$ cat config.mk
export PLATFORM = sky130hd
export DESIGN_NAME = block_rle_song_decompressor
export DESIGN_NICKNAME = d
export VERILOG_FILES = /design/src/rtl/rsd_pkg.sv /design/src/rtl/rsd_csr.sv /design/src/rtl/rsd_parser.sv /design/src/rtl/rsd_out_reg.sv /design/src/rtl/block_rle_song_decompressor.sv
export SDC_FILE = /design/constraint.sdc
export NUM_CORES = 1
export LEC_CHECK = 0
export BUFFER_PORTS_ARGS = -buffer_cell sky130_fd_sc_hd__buf_2
export CAP_MARGIN = 20
export CORE_ASPECT_RATIO = 0.75
export CORE_MARGIN = 1
export CORE_UTILIZATION = 52
export DETAILED_ROUTE_END_ITERATION = 10
export GPL_TIMING_DRIVEN = 0
export PLACE_DENSITY_LB_ADDON = 0.12
export SYNTH_ARGS = -nofsm -noshare
export SYNTH_HDL_FRONTEND = slang
export SYNTH_SLANG_ARGS = --single-unit
$ cat constraint.sdc
create_clock -name clock -period 8.5 [get_ports clock]
set_input_delay 1.7 -clock clock [delete_from_list [all_inputs] [get_ports clock]]
set_output_delay 1.7 -clock clock [all_outputs]
set_load 0.05 [all_outputs]
$ cat src/rtl/rsd_pkg.sv
package rsd_pkg;

   localparam int DEF_BLOCK_SIZE  = 512;
   localparam int DEF_BLOCK_COUNT = 191;
   localparam int DEF_SONG_BYTES  = 32768;

   // escape and command bytes
   localparam logic [7:0] ESC_RUN     = 8'hC0;
   localparam logic [7:0] ESC_SPECIAL = 8'hE0;
   localparam logic [7:0] CODE_WAVE   = 8'hF0;
   localparam logic [7:0] CODE_INSTR  = 8'hF1;
   localparam logic [7:0] CODE_END    = 8'hFF;

   // default 16-byte patterns, byte 0 in the low bits
   localparam logic [63:0] WAVE_LOW   = 64'h8899_A9AA_BBCC_CD8E;
   localparam logic [63:0] WAVE_HIGH  = 64'h3132_4354_5566_7687;
   localparam logic [63:0] INSTR_LOW  = 64'h0003_0000_FF00_00A8;
   localparam logic [63:0] INSTR_HIGH = 64'h0000_F300_0000_D000;

   // register index, taken from paddr bit 2
   localparam logic CSR_START_BLOCK = 1'b0;

   typedef enum logic [2:0] {
      PH_IDLE        = 3'd0,
      PH_RUN_VALUE   = 3'd1,
      PH_RUN_COUNT   = 3'd2,
      PH_SPECIAL     = 3'd3,
      PH_WAVE_COUNT  = 3'd4,
      PH_INSTR_COUNT = 3'd5
   } rsd_phase_type;

   typedef enum logic [2:0] {
      KIND_LITERAL = 3'd0,
      KIND_RUN     = 3'd1,
      KIND_WAVE    = 3'd2,
      KIND_INSTR   = 3'd3,
      KIND_JUMP    = 3'd4,
      KIND_END     = 3'd5,
      KIND_ERROR   = 3'd6
   } rsd_kind_type;

   typedef enum logic [2:0] {
      ERR_NONE        = 3'd0,
      ERR_OVERFLOW    = 3'd1,
      ERR_BAD_JUMP    = 3'd2,
      ERR_FINAL_SIZE  = 3'd3,
      ERR_MANY_BLOCKS = 3'd4,
      ERR_READ_PAST   = 3'd5
   } rsd_err_type;

   typedef struct packed {
      logic       wr;
      logic [7:0] wdata;
      logic [7:0] start_block;
   } rsd_csr_type;

   typedef struct packed {
      rsd_kind_type kind;
      logic [63:0]  pattern_low;
      logic [63:0]  pattern_high;
      logic [4:0]   pattern_length;
      logic [7:0]   repeat_count;
      logic [15:0]  bytes_written;
      logic [16:0]  next_fetch_address;
      rsd_err_type  error_code;
   } rsd_result_type;

endpackage

$ cat src/rtl/rsd_csr.sv
module rsd_csr (
   input  logic                 clock,
   input  logic                 reset,
   input  logic                 csr_psel,
   input  logic                 csr_penable,
   input  logic                 csr_pwrite,
   input  logic [2:0]           csr_paddr,
   input  logic [31:0]          csr_pwdata,
   output logic [31:0]          csr_prdata,
   output logic                 csr_pready,
   output rsd_pkg::rsd_csr_type csr
);

   logic [7:0] start_block_ff;
   logic [7:0] start_block_in;
   logic       wr;
   logic       sel_start;

   assign sel_start = (csr_paddr[2] == rsd_pkg::CSR_START_BLOCK);
   assign wr        = csr_psel && csr_penable && csr_pwrite && sel_start;

   assign start_block_in = wr ? csr_pwdata[7:0] : start_block_ff;

   always_ff @(posedge clock) begin
      if (reset) begin
         start_block_ff <= 8'd0;
      end else begin
         start_block_ff <= start_block_in;
      end
   end

   assign csr_pready = 1'b1;
   assign csr_prdata = sel_start ? {24'd0, start_block_ff} : 32'd0;

   assign csr.wr          = wr;
   assign csr.wdata       = csr_pwdata[7:0];
   assign csr.start_block = start_block_ff;

endmodule

$ cat src/rtl/rsd_parser.sv
module rsd_parser #(
   parameter int BLOCK_SIZE  = rsd_pkg::DEF_BLOCK_SIZE,
   parameter int BLOCK_COUNT = rsd_pkg::DEF_BLOCK_COUNT,
   parameter int SONG_BYTES  = rsd_pkg::DEF_SONG_BYTES
) (
   input  logic                    clock,
   input  logic                    reset,
   input  logic                    in_fire,
   input  logic [7:0]              comp_byte,
   input  rsd_pkg::rsd_csr_type    csr,
   output logic                    res_valid,
   output rsd_pkg::rsd_result_type res
);

   localparam int ADDR_W = $clog2(256 * BLOCK_SIZE);
   localparam int WIDE_W = ADDR_W + 17;
   localparam logic [ADDR_W-1:0] ADDR_LIMIT = ADDR_W'(BLOCK_COUNT * BLOCK_SIZE);
   localparam logic [ADDR_W-1:0] BLOCK_BYTES = ADDR_W'(BLOCK_SIZE);
   localparam logic [16:0] SONG_SUM   = 17'(SONG_BYTES);
   localparam logic [15:0] SONG_TOTAL = 16'(SONG_BYTES);
   localparam logic [7:0]  BLOCK_MAX  = 8'(BLOCK_COUNT);

   rsd_pkg::rsd_phase_type phase_ff, phase_in;
   logic [7:0]        held_ff, held_in;
   logic [ADDR_W-1:0] addr_ff, addr_in;
   logic [15:0]       total_ff, total_in;
   logic [7:0]        blocks_ff, blocks_in;

   logic [ADDR_W-1:0] start_addr;
   logic [ADDR_W-1:0] wr_addr;
   logic [ADDR_W-1:0] jump_addr;
   logic [ADDR_W-1:0] fetch_addr;
   logic [WIDE_W-1:0] fetch_wide;

   logic                  fail;
   rsd_pkg::rsd_err_type  fail_code;
   logic                  end_en;
   logic                  jump_en;
   logic                  go_idle;
   logic                  data_en;
   rsd_pkg::rsd_kind_type data_kind;
   logic [63:0]           data_lo;
   logic [63:0]           data_hi;
   logic                  data_wide;
   logic [7:0]            data_rep;
   logic [16:0]           sum;

   assign start_addr = ADDR_W'(csr.start_block) * BLOCK_BYTES;
   assign wr_addr    = ADDR_W'(csr.wdata) * BLOCK_BYTES;
   assign jump_addr  = ADDR_W'(comp_byte - 8'd1) * BLOCK_BYTES;

   // command decode
   always_comb begin
      fail      = 1'b0;
      fail_code = rsd_pkg::ERR_NONE;
      end_en    = 1'b0;
      jump_en   = 1'b0;
      go_idle   = 1'b0;
      data_en   = 1'b0;
      data_kind = rsd_pkg::KIND_LITERAL;
      data_lo   = {56'd0, comp_byte};
      data_hi   = 64'd0;
      data_wide = 1'b0;
      data_rep  = 8'd1;
      phase_in  = phase_ff;
      held_in   = held_ff;
      addr_in   = addr_ff;
      if (in_fire) begin
         if (addr_ff >= ADDR_LIMIT) begin
            fail      = 1'b1;
            fail_code = rsd_pkg::ERR_READ_PAST;
         end else begin
            addr_in = addr_ff + 1'b1;
            unique case (phase_ff)
               rsd_pkg::PH_IDLE: begin
                  if (comp_byte == rsd_pkg::ESC_RUN) begin
                     phase_in = rsd_pkg::PH_RUN_VALUE;
                  end else if (comp_byte == rsd_pkg::ESC_SPECIAL) begin
                     phase_in = rsd_pkg::PH_SPECIAL;
                  end else begin
                     data_en = 1'b1;
                  end
               end
               rsd_pkg::PH_RUN_VALUE: begin
                  if (comp_byte == rsd_pkg::ESC_RUN) begin
                     data_en = 1'b1;
                  end else begin
                     held_in  = comp_byte;
                     phase_in = rsd_pkg::PH_RUN_COUNT;
                  end
               end
               rsd_pkg::PH_RUN_COUNT: begin
                  data_en   = 1'b1;
                  data_kind = rsd_pkg::KIND_RUN;
                  data_lo   = {56'd0, held_ff};
                  data_rep  = comp_byte;
               end
               rsd_pkg::PH_SPECIAL: begin
                  priority if (comp_byte == rsd_pkg::ESC_SPECIAL) begin
                     data_en = 1'b1;
                  end else if (comp_byte == rsd_pkg::CODE_WAVE) begin
                     phase_in = rsd_pkg::PH_WAVE_COUNT;
                  end else if (comp_byte == rsd_pkg::CODE_INSTR) begin
                     phase_in = rsd_pkg::PH_INSTR_COUNT;
                  end else if (comp_byte == rsd_pkg::CODE_END) begin
                     if (total_ff != SONG_TOTAL) begin
                        fail      = 1'b1;
                        fail_code = rsd_pkg::ERR_FINAL_SIZE;
                     end else begin
                        end_en = 1'b1;
                     end
                  end else if (comp_byte == 8'd0 || comp_byte > BLOCK_MAX) begin
                     fail      = 1'b1;
                     fail_code = rsd_pkg::ERR_BAD_JUMP;
                  end else if (blocks_ff >= BLOCK_MAX) begin
                     fail      = 1'b1;
                     fail_code = rsd_pkg::ERR_MANY_BLOCKS;
                  end else begin
                     jump_en = 1'b1;
                  end
               end
               rsd_pkg::PH_WAVE_COUNT: begin
                  data_en   = 1'b1;
                  data_kind = rsd_pkg::KIND_WAVE;
                  data_lo   = rsd_pkg::WAVE_LOW;
                  data_hi   = rsd_pkg::WAVE_HIGH;
                  data_wide = 1'b1;
                  data_rep  = comp_byte;
               end
               rsd_pkg::PH_INSTR_COUNT: begin
                  data_en   = 1'b1;
                  data_kind = rsd_pkg::KIND_INSTR;
                  data_lo   = rsd_pkg::INSTR_LOW;
                  data_hi   = rsd_pkg::INSTR_HIGH;
                  data_wide = 1'b1;
                  data_rep  = comp_byte;
               end
               default: begin
                  go_idle = 1'b1;
               end
            endcase
         end
      end
   end

   // new total: old total plus pattern length times repeat count
   assign sum = {1'b0, total_ff}
              + (data_wide ? {5'd0, data_rep, 4'd0} : {9'd0, data_rep});

   // result and state update
   always_comb begin
      res_valid  = 1'b0;
      res        = '0;
      total_in   = total_ff;
      blocks_in  = blocks_ff;
      fetch_addr = addr_in;
      if (data_en) begin
         if (sum > SONG_SUM) begin
            res_valid            = 1'b1;
            res.kind             = rsd_pkg::KIND_ERROR;
            res.error_code       = rsd_pkg::ERR_OVERFLOW;
            res.bytes_written    = SONG_TOTAL;
            fetch_addr           = start_addr;
         end else begin
            res_valid            = 1'b1;
            res.kind             = data_kind;
            res.pattern_low      = data_lo;
            res.pattern_high     = data_hi;
            res.pattern_length   = data_wide ? 5'd16 : 5'd1;
            res.repeat_count     = data_rep;
            res.bytes_written    = sum[15:0];
            total_in             = sum[15:0];
         end
      end else if (fail) begin
         res_valid         = 1'b1;
         res.kind          = rsd_pkg::KIND_ERROR;
         res.error_code    = fail_code;
         res.bytes_written = total_ff;
         fetch_addr        = start_addr;
      end else if (end_en) begin
         res_valid         = 1'b1;
         res.kind          = rsd_pkg::KIND_END;
         res.bytes_written = SONG_TOTAL;
         fetch_addr        = start_addr;
      end else if (jump_en) begin
         res_valid         = 1'b1;
         res.kind          = rsd_pkg::KIND_JUMP;
         res.bytes_written = total_ff;
         blocks_in         = blocks_ff + 8'd1;
         fetch_addr        = jump_addr;
      end
      fetch_wide = WIDE_W'(fetch_addr);
      res.next_fetch_address = fetch_wide[16:0];
   end

   always_ff @(posedge clock) begin
      if (reset) begin
         phase_ff  <= rsd_pkg::PH_IDLE;
         held_ff   <= 8'd0;
         addr_ff   <= '0;
         total_ff  <= 16'd0;
         blocks_ff <= 8'd0;
      end else if (csr.wr) begin
         // register write restarts at the new start block
         phase_ff  <= rsd_pkg::PH_IDLE;
         held_ff   <= 8'd0;
         addr_ff   <= wr_addr;
         total_ff  <= 16'd0;
         blocks_ff <= 8'd0;
      end else if (go_idle || fail || end_en || (data_en && sum > SONG_SUM)) begin
         phase_ff  <= rsd_pkg::PH_IDLE;
         held_ff   <= 8'd0;
         addr_ff   <= start_addr;
         total_ff  <= 16'd0;
         blocks_ff <= 8'd0;
      end else begin
         phase_ff  <= (data_en || jump_en) ? rsd_pkg::PH_IDLE : phase_in;
         held_ff   <= held_in;
         addr_ff   <= jump_en ? jump_addr : addr_in;
         total_ff  <= total_in;
         blocks_ff <= blocks_in;
      end
   end

   a_total_bound: assert property (@(posedge clock) disable iff (reset)
      total_ff <= SONG_TOTAL)
      else $error("decoded total above song size");

   a_blocks_bound: assert property (@(posedge clock) disable iff (reset)
      blocks_ff <= BLOCK_MAX)
      else $error("jump count above block count");

   a_error_restarts: assert property (@(posedge clock) disable iff (reset)
      (in_fire && res_valid && res.kind == rsd_pkg::KIND_ERROR)
      |=> (phase_ff == rsd_pkg::PH_IDLE && total_ff == 16'd0 && blocks_ff == 8'd0))
      else $error("decoder not back in idle after an error");

   a_mid_command_silent: assert property (@(posedge clock) disable iff (reset)
      (in_fire && (phase_in == rsd_pkg::PH_RUN_VALUE || phase_in == rsd_pkg::PH_SPECIAL
                   || phase_in == rsd_pkg::PH_RUN_COUNT)
       && phase_in != phase_ff) |-> !res_valid)
      else $error("result raised on a mid-command byte");

endmodule

$ cat src/rtl/rsd_out_reg.sv
module rsd_out_reg (
   input  logic                    clock,
   input  logic                    reset,
   input  logic                    in_fire,
   input  logic                    res_valid,
   input  rsd_pkg::rsd_result_type res,
   input  logic                    out_ready,
   output logic                    out_valid,
   output rsd_pkg::rsd_result_type out_data,
   output logic                    in_ready
);

   logic                    valid_ff, valid_in;
   rsd_pkg::rsd_result_type data_ff, data_in;
   logic                    load;

   assign in_ready = !valid_ff || out_ready;
   assign load     = in_fire && res_valid;

   assign valid_in = load ? 1'b1 : (out_ready ? 1'b0 : valid_ff);
   assign data_in  = load ? res : data_ff;

   always_ff @(posedge clock) begin
      if (reset) begin
         valid_ff <= 1'b0;
      end else begin
         valid_ff <= valid_in;
      end
   end

   // payload needs no reset
   always_ff @(posedge clock) begin
      data_ff <= data_in;
   end

   assign out_valid = valid_ff;
   assign out_data  = data_ff;

endmodule

$ cat src/rtl/block_rle_song_decompressor.sv
// Escape-byte run-length song decoder.
// req channel: one compressed byte per transfer, fetched by the user from
// the address last shown in next_fetch_address (start_block * BLOCK_SIZE
// after reset, after a start_block write and after each end or error).
// rsp channel: at most one segment per byte: a literal, a 1-byte run, a
// 16-byte wave or instrument run, a block jump, an end or an error; the
// writer downstream expands the pattern repeat_count times.
// Bytes inside a command (escape, run value) produce no transfer on rsp.
// A segment appears on rsp in the cycle after its last byte is taken.
// Throughput: one byte per cycle; the parse state updates in the same cycle
// the byte is taken and the segment lands in a single result register.
// If the receiver stalls with a segment held, req_tready drops until it is
// taken; bytes are taken again in the cycle rsp_tready returns.
// Reset (synchronous) clears start_block to 0 and the decoder to idle.
// csr port: register 0 (start_block) at byte address 0; a write aborts any
// decode in progress and restarts at the new block.
module block_rle_song_decompressor #(
   parameter int BLOCK_SIZE  = rsd_pkg::DEF_BLOCK_SIZE,
   parameter int BLOCK_COUNT = rsd_pkg::DEF_BLOCK_COUNT,
   parameter int SONG_BYTES  = rsd_pkg::DEF_SONG_BYTES
) (
   input  logic          clock,
   input  logic          reset,
   input  logic          req_tvalid,
   output logic          req_tready,
   input  logic [7:0]    req_tdata,   // comp_byte
   output logic          rsp_tvalid,
   input  logic          rsp_tready,
   // pattern_low, pattern_high, pattern_length, repeat_count,
   // bytes_written, next_fetch_address, error_code, zero fill
   output logic [183:0]  rsp_tdata,
   output logic [2:0]    rsp_tuser,   // segment_kind
   input  logic          csr_psel,
   input  logic          csr_penable,
   input  logic          csr_pwrite,
   input  logic [2:0]    csr_paddr,
   input  logic [31:0]   csr_pwdata,
   output logic [31:0]   csr_prdata,
   output logic          csr_pready
);

   rsd_pkg::rsd_csr_type    csr;
   rsd_pkg::rsd_result_type res;
   rsd_pkg::rsd_result_type out_data;
   logic                    res_valid;
   logic                    in_fire;

   assign in_fire = req_tvalid && req_tready;

   rsd_csr u_csr (
      .clock       (clock),
      .reset       (reset),
      .csr_psel    (csr_psel),
      .csr_penable (csr_penable),
      .csr_pwrite  (csr_pwrite),
      .csr_paddr   (csr_paddr),
      .csr_pwdata  (csr_pwdata),
      .csr_prdata  (csr_prdata),
      .csr_pready  (csr_pready),
      .csr         (csr)
   );

   rsd_parser #(
      .BLOCK_SIZE  (BLOCK_SIZE),
      .BLOCK_COUNT (BLOCK_COUNT),
      .SONG_BYTES  (SONG_BYTES)
   ) u_parser (
      .clock     (clock),
      .reset     (reset),
      .in_fire   (in_fire),
      .comp_byte (req_tdata),
      .csr       (csr),
      .res_valid (res_valid),
      .res       (res)
   );

   rsd_out_reg u_out (
      .clock     (clock),
      .reset     (reset),
      .in_fire   (in_fire),
      .res_valid (res_valid),
      .res       (res),
      .out_ready (rsp_tready),
      .out_valid (rsp_tvalid),
      .out_data  (out_data),
      .in_ready  (req_tready)
   );

   assign rsp_tuser = out_data.kind;
   assign rsp_tdata = {7'd0,
                       out_data.error_code,
                       out_data.next_fetch_address,
                       out_data.bytes_written,
                       out_data.repeat_count,
                       out_data.pattern_length,
                       out_data.pattern_high,
                       out_data.pattern_low};

endmodule

==> results of run 1 <==
==> per-stage QoR <==
stage | setup slack [ps] | utilization (%)
6_report | 971 | 66.1
3_5_place_dp | 760 | 62.3
2_1_floorplan | 1600 | -
4_1_cts | 1150 | 66.1
3_3_place_gp | 785 | 62.2
5_1_grt | 696 | 66.1
==> sequential cells by signal, summed over array words and instances (netlist names) <==
| name | count |
|---|---|
| u_parser.held_ff | 8 |
| u_parser.addr_ff | 17 |
| u_parser.total_ff | 16 |
| u_out.out_valid | 1 |
| u_parser.blocks_ff | 8 |
| u_out.out_data | 62 |
| u_parser.phase_ff | 3 |
| u_csr.start_block_ff | 8 |
==> worst register-to-register path, stage by stage (launching register included) <==
cell	delay (ps)
dfxtp_1	310
nand2b_1	100
and2_1	150
clkbuf_1	290
o21ai_1	280
or3_1	460
nor2_1	560
a21oi_1	180
ha_1	280
fa_1	450
a211oi_2	450
o21ai_2	200
xor2_1	190
or4_4	550
nor4_4	490
a31oi_1	210
nor2_1	370
clkbuf_1	440
a22oi_1	200
==> cells by family after synthesis <==
group                    after synthesis  synth area share [%]
buffers and inverters                214                  17.3
adder cells (fa/ha/maj)               20                  3.16
flip-flops                           123                  37.8
XOR/XNOR                              34                  3.65
multiplexers                          19                  2.39
AO/OA/AOI/OAI                        194                  16.3
AND/OR/NAND/NOR                      312                  19.3
other                                  2                0.0920
==> cell usage after synthesis (6+ instances only) <==
| cell type | n | share of area (%) |
|---|---|---|
| edfxtp_1 | 62 | 23 |
| buf_2 | 8 | 0.49 |
| nor3_2 | 9 | 1.1 |
| dfxtp_1 | 61 | 15 |
| inv_1 | 15 | 0.69 |
| and3_1 | 20 | 1.5 |
| nor4_1 | 7 | 0.54 |
| mux2i_1 | 15 | 1.8 |
| o211a_1 | 8 | 0.98 |
| ha_1 | 19 | 2.9 |
| o211ai_1 | 14 | 1.3 |
| nand4_1 | 11 | 0.84 |
| xnor2_1 | 16 | 1.7 |
| a211o_1 | 6 | 0.64 |
| nor3_1 | 24 | 1.5 |
| nand2_1 | 94 | 4.3 |
| o21a_1 | 6 | 0.55 |
| nand3_1 | 25 | 1.5 |
| o21ai_0 | 37 | 2.3 |
| xor2_1 | 18 | 1.9 |
| nor2_1 | 75 | 3.4 |
| a211oi_1 | 7 | 0.64 |
| nor2b_1 | 13 | 1.0 |
| clkbuf_1 | 32 | 1.5 |
| buf_4 | 150 | 14 |
| a21oi_1 | 53 | 3.3 |
==> final timing paths <==
kind | from | end | slack, ps
hold reg to reg | u_parser.held_ff[6] | u_parser.held_ff[6] | 500
hold / removal | u_parser.held_ff[6] | u_parser.held_ff[6] | 500
setup reg to reg | u_out.out_valid | u_out.out_data[178] | 2040
setup / recovery | rsp_tready | u_out.out_data[178] | 970
==> report_power, final <==
part           switching (W)  internal (W)
clock               0.000286      0.000431
combinational       0.000289     0.0000968
sequential         0.0000126      0.000647
total               0.000588       0.00118
==> metal layers <==
metal  up-vias  track usage [%]  share of wire, %
met5         -                0                 0
met4         0             8.33               1.6
met3        32             4.92               9.0
met2       356             38.4                43
met1      3378             39.8                46
li1       3569                -                 -
==> layout make-up <==
cell class / count / share of cell area (%)
timing repair buffer: 152 / 7.68
multi-input combinational: 669 / 39.5
sequential: 123 / 30.5
buffer: 197 / 13.4
tap: 205 / 2.54
inverter: 17 / 0.632
clock buffer: 18 / 4.25
clock inverter: 14 / 1.46
==> results.md, run 1 <==
* Status: complete, no violations
* Synth Cell Area at 8160 um^2
* Clock buffer depth at 2
* Wire per inst at 15.4 um
* Avg Vias per Cell at 5.26
* Design Area, Final at 10100 um^2
* Unrepaired setup endpoints after global routing: no
* Commonest non-fill, non-tap cell in the layout: buf_2
* Maxcap violations at 0
* CP Buf/Inv Count at 3
* CP Cell Sequence: buf_2 > nand2b_1 > and2_1 > clkbuf_1 > o21ai_1 > or3_1 > nor2_1 > a21oi_1 > ha_1 > fa_1 > a211oi_2 > o21ai_2 > xor2_1 > or4_4 > nor4_4 > a31oi_1 > nor2_1 > clkbuf_1 > a22oi_1
* Critical Path RT at 8620 ps
* Die Area at 16200 um^2
* Headroom to the max-slew limit at 29.1%
* Fill count at 1320
* Total wire length at 21.5 mm
* Hold-fix buffers at CTS at 0
* First drt pass iteration count at 5
* Htree depth at 4
* GR Overflow Total at 0
* Synthesized instance count at 918
* Final hold violations at 0
* Hold slack final at 496 ps
* Share of layout cells above drive strength 1 at 31.9%
* Final Cycle Share at 88.6%
* Final ANT Viol Nets at 0
* Core Region at 15300 um^2
* Peak VDD IR at 0.129 mV
* Fmax achieved at 133 MHz
* Final net count at 1247
* Postcts setup bufs at 0
* Initial Util at 53.4%
* Levels on crit path at 19
* IO Pins at 272
* Worst Setup End Kind: register
* Register area at 3080 um^2
* FF+latch count, synth at 123
* DR vias at 7335
* Die Width at 147 um
* Post-CTS Resized at 0
* Critical Path Start Type: input port
* Power Total at 0.00176 W
* Leak at 4.63 nW
* Min cycle time layout at 7530 ps
* Die height at 110 um
* Netlist cell types at 80
* Placer Congestion at 0.940
* Post-route insts no fill at 1395
* WS Path Type: in -> reg
* Final Slew Violations at 0
* Post-synth EDFFs at 62
* Fin Setup TNS at 0 ps
* Ant diodes at 0
* Yosys warnings at 0
* R2R cell count at 18
* CTS sink cnt at 123
* Clk_lat worst skew at 420 ps
* Post-DP HPWL at 16.0 mm
* DRT iter0 DRCs at 860
* Synth-to-Final Area Change at 23.8%
* Vias in the first global route at 6445
* Residual DRC count at 0
* Worst Tran Pin Value at 1040 ps
* Clk_skew at 9.07 ps
* Crit-path max cell delay at 560 ps
* Hold path depth at 2
* Pin count of the biggest net entering global routing at 33
* Critical path peak fanout at 10
* Syn Area/Cell at 8.89 um^2
* Area after DPL at 9520 um^2
* Cell Rows at 39
* Most frequent cells in the layout: buf_2 (159), buf_4 (150), nand2_1 (94)
* Initial antenna violation count at 0
* Crit path max-delay cell type: nor2_1
* PortBufs at 151
* Clk root buf: clkbuf_16
* Setup-failing EPs final at 0
* Clock-pin slew on the worst setup and hold paths at 60 ps
* GRT Resource Usage Total at 26.6%
* Main synth FF type: edfxtp_1
* Sequential share of the synthesized area at 37.8%
* CTS tree: yes
* Post-Place Cells at 1363
* Cell family with most CP delay: simple AND/OR/NAND/NOR gates
* Power Density at 175 nW/um^2
* Number of buffers created by CTS at 17
* Async S/R FF share, synth at 0%
* Global-route wire length before repair at 34.0 mm
* HP Class: reg -> reg
* Multi-input gate area at 3990 um^2
* Critical Path AT at 7650 ps
Note: power is estimated with default switching activity, not from simulation.
==> run 2, diff against run 1 <==
--- a/config.mk
+++ b/config.mk
@@ -9,9 +9,8 @@
 export CAP_MARGIN = 20
 export CORE_ASPECT_RATIO = 0.75
 export CORE_MARGIN = 1
-export CORE_UTILIZATION = 52
+export CORE_UTILIZATION = 47
 export DETAILED_ROUTE_END_ITERATION = 10
-export GPL_TIMING_DRIVEN = 0
 export PLACE_DENSITY_LB_ADDON = 0.12
 export SYNTH_ARGS = -nofsm -noshare
 export SYNTH_HDL_FRONTEND = slang
==> constraint.sdc (replaced) <==
create_clock -name clock -period 6.4 [get_ports clock]
set_input_delay 1.28 -clock clock [delete_from_list [all_inputs] [get_ports clock]]
set_output_delay 1.28 -clock clock [all_outputs]
set_load 0.05 [all_outputs]
==> results.md, run 2 (same netlist as run 1, synthesis figures left out) <==
* Reg power frac at 38.2% (was 37.4%)
* Core Region at 16900 um^2 (was 15300 um^2)
* Power Density at 252 nW/um^2 (was 175 nW/um^2)
* Logic gate share of total power at 19.6% (was 21.9%)
* Post-Place Cells at 1220 (was 1363)
* Die Width at 154 um (was 147 um)
* Residual DRC count at 0 (unchanged)
* Die height at 116 um (was 110 um)
* Status: complete, no violations (unchanged)
* Synth-to-Final Area Change at 11.7% (was 23.8%)
* Critical Path AT at 6190 ps (was 7650 ps)
* Initial antenna violation count at 0 (unchanged)
* Unrepaired setup endpoints after global routing: no (unchanged)
* GRT Resource Usage Total at 23.1% (was 26.6%)
* Cell Rows at 41 (was 39)
* Max reg flops at 62 (unchanged)
* Placer Congestion at 0.896 (was 0.940)
* Ant diodes at 0 (unchanged)
* Clock-pin slew on the worst setup and hold paths at 50 ps (was 60 ps)
* PortBufs at 155 (was 151)
* Number of buffers created by CTS at 17 (unchanged)
* IO Pins at 272 (unchanged)
* Peak VDD IR at 0.139 mV (was 0.129 mV)
* Final hold violations at 0 (unchanged)
* Hold-fix buffers at CTS at 0 (unchanged)
* Critical path peak fanout at 21 (was 10)
* Commonest non-fill, non-tap cell in the layout: buf_2 (unchanged)
* Internal power at 0.00156 W (was 0.00118 W)
* Avg Vias per Cell at 5.36 (was 5.26)
* Final ANT Viol Nets at 0 (unchanged)
* Fmax achieved at 171 MHz
* First drt pass iteration count at 5 (unchanged)
* Post-DP HPWL at 14.9 mm (was 16.0 mm)
* Final Slew Violations at 0 (unchanged)
* Clock power share at 42.2% (was 40.7%)
* Clk root buf: clkbuf_16 (unchanged)
* Setup-failing EPs final at 0 (unchanged)
* Fin Setup TNS at 0 ps (unchanged)
* DR vias at 6716 (was 7335)
* Clk_lat worst skew at 420 ps (about the same)
* Wire per inst at 16.5 um (was 15.4 um)
* Die Area at 17900 um^2 (was 16200 um^2)
* Most frequent cells in the layout: buf_2 (155), nand2_1 (94), conb_1 (90) (was buf_2 (159), buf_4 (150), nand2_1 (94))
* DRT iter0 DRCs at 613 (was 860)
* Worst Setup End Kind: register (unchanged)
* Post-route insts no fill at 1252 (was 1395)
* Fill count at 1586 (was 1320)
* Total wire length at 20.7 mm (was 21.5 mm)
* Pin count of the biggest net entering global routing at 34 (was 33)
* Htree depth at 4 (unchanged)
* CTS tree: yes (unchanged)
* Post-CTS Resized at 0 (unchanged)
* Leak at 3.98 nW (was 4.63 nW)
* Global-route wire length before repair at 31.8 mm (was 34.0 mm)
* Initial Util at 48.4% (was 53.4%)
* Final net count at 1094 (was 1247)
* CTS sink cnt at 123 (unchanged)
* Sw Share at 32.1% (was 33.3%)
* Postcts setup bufs at 0 (unchanged)
* Min cycle time layout at 5840 ps
* Headroom to the max-slew limit at 50.7% (was 29.1%)
* Clk_skew at 8.39 ps (was 9.07 ps)
* Power Total at 0.00230 W (was 0.00176 W)
* GR Overflow Total at 0 (unchanged)
* Share of layout cells above drive strength 1 at 25.0% (was 31.9%)
* Critical Path Start Type: input port (unchanged)
* Clock buffer depth at 2 (unchanged)
* Critical Path RT at 6750 ps (was 8620 ps)
* Psw at 0.000739 W (was 0.000588 W)
* Vias in the first global route at 5774 (was 6445)
* Final Cycle Share at 91.3%
* Maxcap violations at 0 (unchanged)
* WS Path Type: in -> reg (unchanged)
* Worst Tran Pin Value at 739 ps (was 1040 ps)
* HP Class: reg -> reg (unchanged)
==> run 2: per-stage QoR <==
step | cell area, um^2 | util, % | setup WS [ps] | hold slack (ps)
after floorplan | 8490 | - | 109 | 453
after global placement | 8520 | 50.5 | 318 | 475
after detailed placement | 8520 | 50.5 | 265 | 478
after CTS | 9120 | 54.0 | 662 | 486
after global routing | 9120 | 54.0 | 344 | 504
final | 9120 | 54.0 | 557 | 487
==> run 2: power groups by stage <==
stage | sequential [W] | clock [W] | combinational, W
after global placement | 0.000894 | 0 | 0.000447
after detailed placement | 0.000894 | 0 | 0.000448
after floorplan | 0.000976 | 0 | 0.000339
after global routing | 0.000882 | 0.00101 | 0.000470
final | 0.000878 | 0.000971 | 0.000450
after CTS | 0.000878 | 0.000981 | 0.000449
==> run 2: cell type report <==
cell class | count | area [um^2] | area share, %
Multi-Input combinational cell | 669 | 4010 | 44.0
Clock inverter | 4 | 47.5 | 0.521
Inverter | 17 | 63.8 | 0.700
Clock buffer | 28 | 549 | 6.02
Timing Repair Buffer | 196 | 1100 | 12.0
Sequential cell | 123 | 3080 | 33.8
Tap cell | 215 | 269 | 2.95
==> run 2: worst paths after layout <==
path / from / endpoint / slack [ps] / depth (start not counted)
setup / recovery: rsp_tready / u_parser.total_ff[8] / 560 / 19
hold / removal: u_parser.blocks_ff[1] / u_parser.blocks_ff[1] / 490 / 2
setup reg to reg: u_parser.addr_ff[10] / u_parser.total_ff[8] / 850 / 18
hold reg to reg: u_parser.blocks_ff[1] / u_parser.blocks_ff[1] / 490 / 2
==> run 2: worst max-delay path, stage by stage <==
cell and delay (ps):
buf_2 70, nand2b_2 120, and2_1 190, o21ai_1 120, or3_1 360, buf_4 170, or2_2 310, o22ai_1 280
ha_1 350, nand3_1 180, nor4_4 320, a211oi_1 140, or4_4 580, nor4_4 390, buf_4 190, nand3_1 100
a211o_1 540, buf_4 330, a21oi_1 150
==> run 2: routing by layer <==
layer | vias to the layer above | global-route usage [%] | part of all wire [%]
met5 | - | 0 | 0
met1 | 3191 | 34.2 | 50
met3 | 19 | 4.23 | 5.7
li1 | 3251 | - | -
met4 | 0 | 7.07 | 1.2
met2 | 255 | 34.2 | 43
